`config.mk`:
```
export PLATFORM = sky130hd
export DESIGN_NAME = cbc_weights
export DESIGN_NICKNAME = d
export VERILOG_FILES = /design/src/hdl/cbc_pkg.sv /design/src/hdl/cbc_weights.sv
export VERILOG_INCLUDE_DIRS = /design/src /design/src/hdl
export SDC_FILE = /design/constraint.sdc
export NUM_CORES = 1
export LEC_CHECK = 0
export BUFFER_PORTS_ARGS = -buffer_cell sky130_fd_sc_hd__buf_2
export CAP_MARGIN = 20
export CELL_PAD_IN_SITES_DETAIL_PLACEMENT = 0
export CELL_PAD_IN_SITES_GLOBAL_PLACEMENT = 1
export CORE_MARGIN = 2
export CORE_UTILIZATION = 39
export CTS_BUF_LIST = sky130_fd_sc_hd__clkbuf_8
export DETAILED_ROUTE_END_ITERATION = 16
export GPL_TIMING_DRIVEN = 0
export PLACE_DENSITY_LB_ADDON = 0.1
export REMOVE_ABC_BUFFERS = 1
export SLEW_MARGIN = 10
export SYNTH_ARGS = -nofsm -noshare
export SYNTH_HDL_FRONTEND = slang
export SYNTH_SLANG_ARGS = --single-unit
export TNS_END_PERCENT = 30
```
`constraint.sdc`:
```
create_clock -name clk -period 4 [get_ports clk]
set_clock_uncertainty 0.05 [all_clocks]
set_input_delay 0.8 -clock clk [delete_from_list [all_inputs] [get_ports clk]]
set_output_delay 0.8 -clock clk [all_outputs]
set_load 0.01 [all_outputs]
```
`src/hdl/assert_macros.svh`:
```
// ----------------------------------------------------------------------------
// Assertion macros
// Shared concurrent assertion forms for the barycentric weight pipeline.
// ----------------------------------------------------------------------------
`ifndef ASSERT_MACROS_SVH
`define ASSERT_MACROS_SVH

// Same-cycle implication, disabled while reset is held.
`define CBC_ASSERT_IMPL(lbl, ck, rs, ante, cons, msg) \
  lbl: assert property (@(posedge ck) disable iff (rs) (ante) |-> (cons)) else $error(msg);

// Next-cycle implication, disabled while reset is held.
`define CBC_ASSERT_NEXT(lbl, ck, rs, ante, cons, msg) \
  lbl: assert property (@(posedge ck) disable iff (rs) (ante) |=> (cons)) else $error(msg);

`endif

```
`src/hdl/cbc_pkg.sv`:
```
// ----------------------------------------------------------------------------
// cbc_pkg
// Widths, codes and types shared by the barycentric weight pipeline.
// ----------------------------------------------------------------------------
package cbc_pkg;

  // Field and intermediate widths.
  localparam int COORD_W   = 24;
  localparam int DIFF_W    = COORD_W + 1;
  localparam int MUL_W     = 2 * DIFF_W;
  localparam int DOT_W     = MUL_W + 1;
  localparam int SPLIT_LO  = 25;
  localparam int SPLIT_HI  = DOT_W - SPLIT_LO;
  localparam int PP_W      = 2 * SPLIT_HI;
  localparam int PROD_W    = 102;
  localparam int NUM_W     = PROD_W + 1;
  localparam int MAG_W     = PROD_W;
  localparam int QUO_W     = 33;
  localparam int FRAC_PAD  = 17;
  localparam int PRE_SHIFT = QUO_W - FRAC_PAD;
  localparam int WGT_W     = 32;
  localparam int T_W       = 17;
  localparam int NUM_EDGES = 3;

  // Edge codes, in the order the clamp tests them.
  localparam int EDGE_BC = 0;
  localparam int EDGE_CA = 1;
  localparam int EDGE_AB = 2;

  // Cycles from the edge that accepts an item to the edge that takes its result.
  localparam int PIPE_LATENCY = 43;

  localparam logic [WGT_W-1:0] ONE_Q16 = 32'd65536;
  localparam logic [WGT_W-1:0] WGT_MAX = 32'h7FFF_FFFF;
  localparam logic [WGT_W-1:0] WGT_MIN = 32'h8000_0000;

  typedef logic signed [COORD_W-1:0] coord_t;
  typedef logic signed [DOT_W-1:0]   dot_t;

  typedef struct packed {
    coord_t px, py, pz;
    coord_t ax, ay, az;
    coord_t bx, by, bz;
    coord_t cx, cy, cz;
  } item_t;

  typedef struct packed {
    dot_t [NUM_EDGES-1:0] en;
    dot_t [NUM_EDGES-1:0] ed;
  } edges_t;

  typedef struct packed {
    logic   valid;
    dot_t   d00, d01, d11, d20, d21;
    edges_t edges;
  } dots_t;

  typedef struct packed {
    logic             valid;
    logic             degen;
    logic             neg_v, neg_w;
    logic [MAG_W-1:0] mag_v, mag_w, gram;
    edges_t           edges;
  } gram_t;

  typedef struct packed {
    logic                 degen;
    logic                 neg_v, ovf_v;
    logic                 neg_w, ovf_w;
    logic [NUM_EDGES-1:0] e_zero, e_low, e_high;
  } side_t;

endpackage

```
`src/hdl/cbc_weights.sv`:
```
// ----------------------------------------------------------------------------
// cbc_weights
// Rounding, saturation, u from v and w, and the edge clamp (3 stages).
// ----------------------------------------------------------------------------
`include "assert_macros.svh"

module cbc_weights (
  input  logic                                           clk,
  input  logic                                           rst,
  input  logic                                           clamp_enable,
  input  logic                                           in_valid,
  input  cbc_pkg::side_t                                 side,
  input  logic [cbc_pkg::QUO_W-1:0]                      quo_v,
  input  logic [cbc_pkg::QUO_W-1:0]                      quo_w,
  input  logic [cbc_pkg::NUM_EDGES-1:0][cbc_pkg::QUO_W-1:0] quo_t,
  output logic                                           done,
  output logic signed [cbc_pkg::WGT_W-1:0]               weight_u,
  output logic signed [cbc_pkg::WGT_W-1:0]               weight_v,
  output logic signed [cbc_pkg::WGT_W-1:0]               weight_w,
  output logic                                           degenerate
);
  import cbc_pkg::*;

  localparam int SUM_W = WGT_W + 2;

  // Round a quotient half up and saturate it to a signed weight.
  function automatic logic [WGT_W-1:0] round_sat(input logic [QUO_W-1:0] q,
                                                  input logic ovf, input logic neg);
    logic [QUO_W:0]   r;
    logic [WGT_W-1:0] res;
    r = ovf ? {1'b1, {QUO_W{1'b0}}} : (({1'b0, q} + (QUO_W+1)'(1)) >> 1);
    if (!neg) begin
      res = (|r[QUO_W:WGT_W-1]) ? WGT_MAX : r[WGT_W-1:0];
    end else begin
      res = (|r[QUO_W:WGT_W-1]) ? WGT_MIN : -r[WGT_W-1:0];
    end
    return res;
  endfunction

  logic [1:0]               vld;
  side_t                    side1, side2;
  logic [WGT_W-1:0]         v1, w1, u2, v2, w2;
  logic [NUM_EDGES-1:0][T_W-1:0] t1, t2;
  logic [SUM_W-1:0]         usum;
  logic [WGT_W-1:0]         u_next, v_next, w_next;
  logic                     dg_next;

  always_ff @(posedge clk) begin
    if (rst) begin
      vld  <= '0;
      done <= 1'b0;
    end else begin
      vld  <= {vld[0], in_valid};
      done <= vld[1];
    end
  end

  // Stage one: rounded weights and saturated edge parameters.
  always_ff @(posedge clk) begin
    v1    <= round_sat(quo_v, side.ovf_v, side.neg_v);
    w1    <= round_sat(quo_w, side.ovf_w, side.neg_w);
    side1 <= side;
    for (int e = 0; e < NUM_EDGES; e++) begin
      if (side.e_low[e]) begin
        t1[e] <= '0;
      end else if (side.e_high[e]) begin
        t1[e] <= T_W'(ONE_Q16);
      end else begin
        t1[e] <= T_W'((quo_t[e] + QUO_W'(1)) >> 1);
      end
    end
  end

  // Stage two: u = 1 - v - w, saturated.
  assign usum = SUM_W'(ONE_Q16) - SUM_W'($signed(v1)) - SUM_W'($signed(w1));

  always_ff @(posedge clk) begin
    if (usum[SUM_W-1:WGT_W-1] != '0 && usum[SUM_W-1:WGT_W-1] != '1) begin
      u2 <= usum[SUM_W-1] ? WGT_MIN : WGT_MAX;
    end else begin
      u2 <= usum[WGT_W-1:0];
    end
    v2    <= v1;
    w2    <= w1;
    t2    <= t1;
    side2 <= side1;
  end

  // Stage three: project onto the edge opposite the first negative weight.
  always_comb begin
    u_next  = u2;
    v_next  = v2;
    w_next  = w2;
    dg_next = side2.degen;
    if (!dg_next && clamp_enable) begin
      if (u2[WGT_W-1]) begin
        dg_next = side2.e_zero[EDGE_BC];
        u_next  = '0;
        v_next  = ONE_Q16 - WGT_W'(t2[EDGE_BC]);
        w_next  = WGT_W'(t2[EDGE_BC]);
      end else if (v2[WGT_W-1]) begin
        dg_next = side2.e_zero[EDGE_CA];
        u_next  = WGT_W'(t2[EDGE_CA]);
        v_next  = '0;
        w_next  = ONE_Q16 - WGT_W'(t2[EDGE_CA]);
      end else if (w2[WGT_W-1]) begin
        dg_next = side2.e_zero[EDGE_AB];
        u_next  = ONE_Q16 - WGT_W'(t2[EDGE_AB]);
        v_next  = WGT_W'(t2[EDGE_AB]);
        w_next  = '0;
      end
    end
    if (dg_next) begin
      u_next = '0;
      v_next = '0;
      w_next = '0;
    end
  end

  always_ff @(posedge clk) begin
    weight_u   <= u_next;
    weight_v   <= v_next;
    weight_w   <= w_next;
    degenerate <= dg_next;
  end

  `CBC_ASSERT_IMPL(a_degen_zero, clk, rst, done && degenerate,
    weight_u == '0 && weight_v == '0 && weight_w == '0, "degenerate item with nonzero weights")
  `CBC_ASSERT_IMPL(a_clamp_nonneg, clk, rst, done && !degenerate && $past(clamp_enable),
    !weight_u[WGT_W-1] && !weight_v[WGT_W-1] && !weight_w[WGT_W-1], "clamped weight negative")

endmodule

```
Word-level counts from Yosys, hierarchy flattened
Cells that the tools add are included.
Word-level totals
  flip-flop bits (word level): 370
  bits in latches: 0
  RAM bits: 0
  memory bits (read-only): 0
  bits of input ports: 183
  output and inout port bits: 98
  logic and storage cells: 75
  memories kept: 0
Cells by class
  add/subtract/negate cells: 12
  multipliers: 0
  div/mod/pow operators: 0
  order comparisons: 0
  eq/ne operators: 1
  shift-type cells: 0
  mux-type cells: 29
  bitwise operators: 0
  reductions and logical operators: 9
Operators with widths (number)
  32-bit two-way mux: 17
  31-bit two-way mux: 3
  33-bit by 1-bit adder with 34-bit output (second input constant): 2
  34-bit two-way mux: 2
  32-bit negator: 2
  18-bit by 1-bit adder with 18-bit output (second input constant): 3
  17-bit by 17-bit subtractor with 18-bit output (first input constant): 3
  17-bit two-way mux: 3
  33-bit by 32-bit subtractor with 34-bit output: 1
  18-bit by 32-bit subtractor with 33-bit output (first input constant): 1
  2-bit OR reduction: 3
  3-bit OR reduction: 2
  1-bit two-way mux: 4
  3-bit inequality test (second input constant): 1
  3-bit nonzero test: 1
  1-bit logical AND: 2
  1-bit zero test: 1

Longest topological paths before layout
  depth after elaboration: 5
  mapped depth: 14
  gate-level depth less buffers: 13

Worst setup path after synthesis
OpenSTA, ideal clock, no wires.
  path kind: reg-to-reg
  start: reg v1[1]
  end: reg u2[24]
  library setup time: 0.130 ns
  arrival time: 3.433 ns
  data required time: 3.820 ns
  slack: 0.386 ns
  stages on the path, launching flop included: 15
  path buffers: 1
  path through: dfxtp_1 ha_1 inv_1 ha_1 inv_1 fa_1 nor2b_1 o2111ai_1 a2111oi_1 o31ai_1 o41ai_1 xor2_1 a21oi_1 clkbuf_1 o21ai_1
On the way
  cells in the longest elaborated chain, start to end: 5
  elaborated cells between the ends (all ways): 7
  classes of those cells: add/sub (2); eq/ne (1); mux (2); reduce/logical (2)
RTL lines
  from (decl): RTL line cbc_weights.sv:42  | logic [WGT_W-1:0] v1, w1, u2, v2, w2;
  from (signal assigned): RTL line cbc_weights.sv:60  | v1 <= round_sat(quo_v, side.ovf_v, side.neg_v);
  18-bit by 32-bit subtractor with 33-bit output (*): RTL line cbc_weights.sv:75  | assign usum = SUM_W'(ONE_Q16) - SUM_W'($signed(v1)) - SUM_W'($signed(w1));
  33-bit by 32-bit subtractor with 34-bit output (*): RTL line cbc_weights.sv:75
  3-bit inequality test or 3-bit nonzero test (tied branches): RTL line cbc_weights.sv:78  | if (usum[SUM_W-1:WGT_W-1] != '0 && usum[SUM_W-1:WGT_W-1] != '1) begin
  1-bit logical AND: RTL line cbc_weights.sv:78
  32-bit two-way mux (*): RTL line cbc_weights.sv:78
  to (signal assigned): RTL line cbc_weights.sv:79  | u2 <= usum[SUM_W-1] ? WGT_MIN : WGT_MAX;
  to (signal assigned): RTL line cbc_weights.sv:81  | u2 <= usum[WGT_W-1:0];
  to (decl): RTL line cbc_weights.sv:42
Every way passes the cells marked *; elsewhere a longest branch is shown, timed or not.
A chain may end at the register's enable or synchronous reset.

Final worst setup path
  start: reg v1[1]
  end: reg u2[7]
Same word-level chain as after synthesis.

==> results.py <==
metrics = {
    "clock_tree": {
        "ctsRootBufferMaster": "clkbuf_8",
        "htree_levels": 3,
        "cts_sinks": 370,
        "numCtsBuffers": 67,
        "clockBufferDepth": 3,
        "cts_tree": "done",
        "clk_pin_slew_ps": 60,
        "clock_latency_ps": 640,
    },
    "final_layout": {
        "nets": 2662,
        "syn_to_final_growth_pct": 16.9,
        "fillers": 4791,
        "fin_util_pct": 45.9,
        "design_area_um2": 21800,
        "layout-drive-gt1-share_pct": 17.8,
        "n_antenna_cell": 0,
    },
    "detailed_routing": {
        "routedWlPerCell_um": 18.6,
        "routed_wl_um": 57000,
        "drtPass1Iterations": 5,
        "ant_nets": 0,
        "drtIter0Drc": 1114,
        "vias": 16630,
        "viasPerCell": 5.42,
        "remaining_drc_errors": 0,
    },
    "global_routing": {
        "track_usage_pct": 22.9,
        "grt_pass1_vias": 16348,
        "grt_pass1_wl_um": 89900,
        "grt_max_degree": 57,
        "antenna_found_initial": 0,
        "grt_overflow": 0,
    },
    "synthesis": {
        "synth_edf_count": 0,
        "syn-cell-area_um2": 18600,
        "synth_xor_area_share_pct": 7.62,
        "yosys.area.top_type": "dfxtp_1",
        "synth_compound_area_share_pct": 17.8,
        "synth_cells": 2210,
        "synth_area_leaders": "dfxtp_1 (40%), ha_1 (5.0%), nand2_1 (4.4%)",
        "yosysWarnings": 0,
        "ys_seq_area_share_pct": 39.8,
        "synth_top_area_share_pct": 39.8,
        "synthMuxAreaShare_pct": 2.82,
        "async_flop_share_pct": 0,
        "synth-adder-area-share_pct": 5.08,
        "syn_avg_cell_area_um2": 8.42,
        "synth-simple-area-share_pct": 21.8,
        "synth_cell_types": 99,
        "synth_top_family_by_area": "simple AND/OR/NAND/NOR gates",
        "synth-seq-cells": 370,
        "synth_flop_cell": "dfxtp_1",
    },
    "die": {
        "die_x_um": 222,
        "design.core.area_um2": 47400,
        "start_util_pct": 39.2,
        "dieArea_um2": 49500,
        "fp.dieH_um": 222,
        "rows": 80,
        "io-pin-count": 281,
    },
    "timing": {
        "timing.hold.ws_ps": 222,
        "fin_crit_ps": 3790,
        "rsz0062_at_grt": "yes",
        "slew_violations": 0,
        "max_slew_margin_pct": 31.6,
        "fin_crit_sh_pct": 94.8,
        "tightest_slew_ps": 1000,
        "setup_viol": 0,
        "fmaxAchievable_mhz": 264,
        "finalHoldViolations": 0,
    },
    "placement": {
        "place_area_um2": 20200,
        "hpwl_um": 43500,
        "routabilityCongestion": 0.889,
        "io_buffers": 235,
    },
    "critical_path": {
        "required_ps": 4450,
        "crit_fanout": 17,
        "startpoint_type": "flop",
        "crit_path_end_kind": "flop",
        "crit_path_cell_trace": "ha_1, inv_1, ha_1, inv_1, fa_1, nor2b_2, o2111ai_4, a2111oi_4, o31ai_2, o41ai_2, xor2_2, buf_4, o21ai_4, buf_8, o21ai_0",
        "worstSetupPathType": "flop to flop",
        "crit_slowest_cell": "a2111oi_4",
        "arrival_ps": 4240,
        "crit_path_max_incr_delay_ps": 470,
    },
    "power": {
        "powerDensity_nw_per_um2": 492,
        "power.leakage_uw": 0.00928,
        "ir_worst_vdd_v": 0.000325,
        "finalPower_uw": 10700,
    },
    "status": {
        "status": "finished, final reports clean",
    },
    "hold_path": {
        "hp-class": "input port to flop",
    },
    "job": {
        "cap_viol_max_count": 0,
    },
}
[layer usage]
| metal | up-vias | global-route usage (%) | part of all wire, % |
|---|---|---|---|
| li1 | 8244 | - | - |
| met1 | 7916 | 29.7 | 45 |
| met2 | 395 | 39.2 | 49 |
| met3 | 75 | 3.37 | 3.9 |
| met4 | 0 | 6.95 | 2.3 |
| met5 | - | 0 | 0 |
[per-stage QoR]
| step | setup TNS [ps] | setup slack (ps) | cells |
|---|---|---|---|
| after global placement | -274200 | -3380 | 2934 |
| after CTS | 0 | 33.3 | 3064 |
| after floorplan | -725 | -60.1 | 2084 |
| after detailed placement | -30290 | -873 | 2945 |
| after global routing | -66.3 | -39.7 | 3066 |
| final | 0 | 208 | 3066 |
[Yosys cell counts, drive strengths merged (19+ instances only)]
library cell / number
and3: 28
xor2: 75
nor2: 199
xnor2: 87
a31oi: 19
nor2b: 21
buf: 25
nand3: 77
a21oi: 150
nand2: 218
a22oi: 30
ha: 74
o31ai: 27
nor4: 33
nand4: 39
mux2i: 33
o21ai: 139
clkbuf: 101
or3: 24
a21o: 26
dfxtp: 370
inv: 102
nor3: 75
[layout make-up]
cell class	instances	area [um^2]	area share, %
Clock buffer	82	1130	5.19
Clock inverter	34	253	1.16
Inverter	104	390	1.79
Multi-Input combinational cell	1610	10400	47.7
Sequential cell	370	7410	34.1
Tap cell	615	769	3.54
Timing Repair Buffer	251	1430	6.55
[critical path: cells and delay by family, from the launching register on]
kind                     cells  cell delay (ps)
AO/OA/AOI/OAI                6             1500
adder cells (fa/ha/maj)      3              890
buffers and inverters        4              480
flip-flops                   1              340
AND/OR/NAND/NOR              1              210
XOR/XNOR                     1              170
[state kept, by name, summed over array words and instances, names as in the netlist, 4 cells and up]
register,count
side1,4
side2,4
t1,51
t2,51
u2,32
v1,32
v2,32
w1,32
w2,32
weight_u,32
weight_v,32
weight_w,32
[layout by cell type (no fill, tap or decap), types with 74 or more instances in the layout]
| master | Yosys | final |
|---|---|---|
| dfxtp_1 | 370 | 365 |
| buf_2 | 12 | 233 |
| nand2_1 | 216 | 216 |
| nor2_1 | 199 | 199 |
| a21oi_1 | 149 | 147 |
| inv_1 | 101 | 117 |
| o21ai_0 | 106 | 106 |
| xnor2_1 | 87 | 87 |
| clkbuf_8 | 3 | 82 |
| xor2_1 | 75 | 74 |
| ha_1 | 74 | 74 |
[kinds of logic (layout without fill, tap and decap cells)]
kind of cell	after synthesis	in the layout
flops	370	370
simple gates	804	804
mux	49	49
xor+xnor	162	162
buf+inv	230	471
compound gates	520	520
fa+ha+maj	75	75
[what timing repair did]
item	CTS	global route
hold buffers	0	0
pin swaps	3	3
setup buffers	3	1
cloned	0	0
setup endpoints to repair	33	36
resized for setup	9	9
[where the power goes]
group,internal [uW],switching (uW)
combinational,1030,1580
clock,2050,1570
sequential,4180,280
[worst paths after layout]
check	start	to	slack, ps	depth (start not counted)
setup / recovery	v1[1]	u2[7]	210	15
hold / removal	side[6]	side1[6]	220	1
setup reg to reg	v1[1]	u2[7]	210	15
hold reg to reg	t1[37]	t2[37]	270	0
Note: power is estimated with default switching activity, not from simulation.
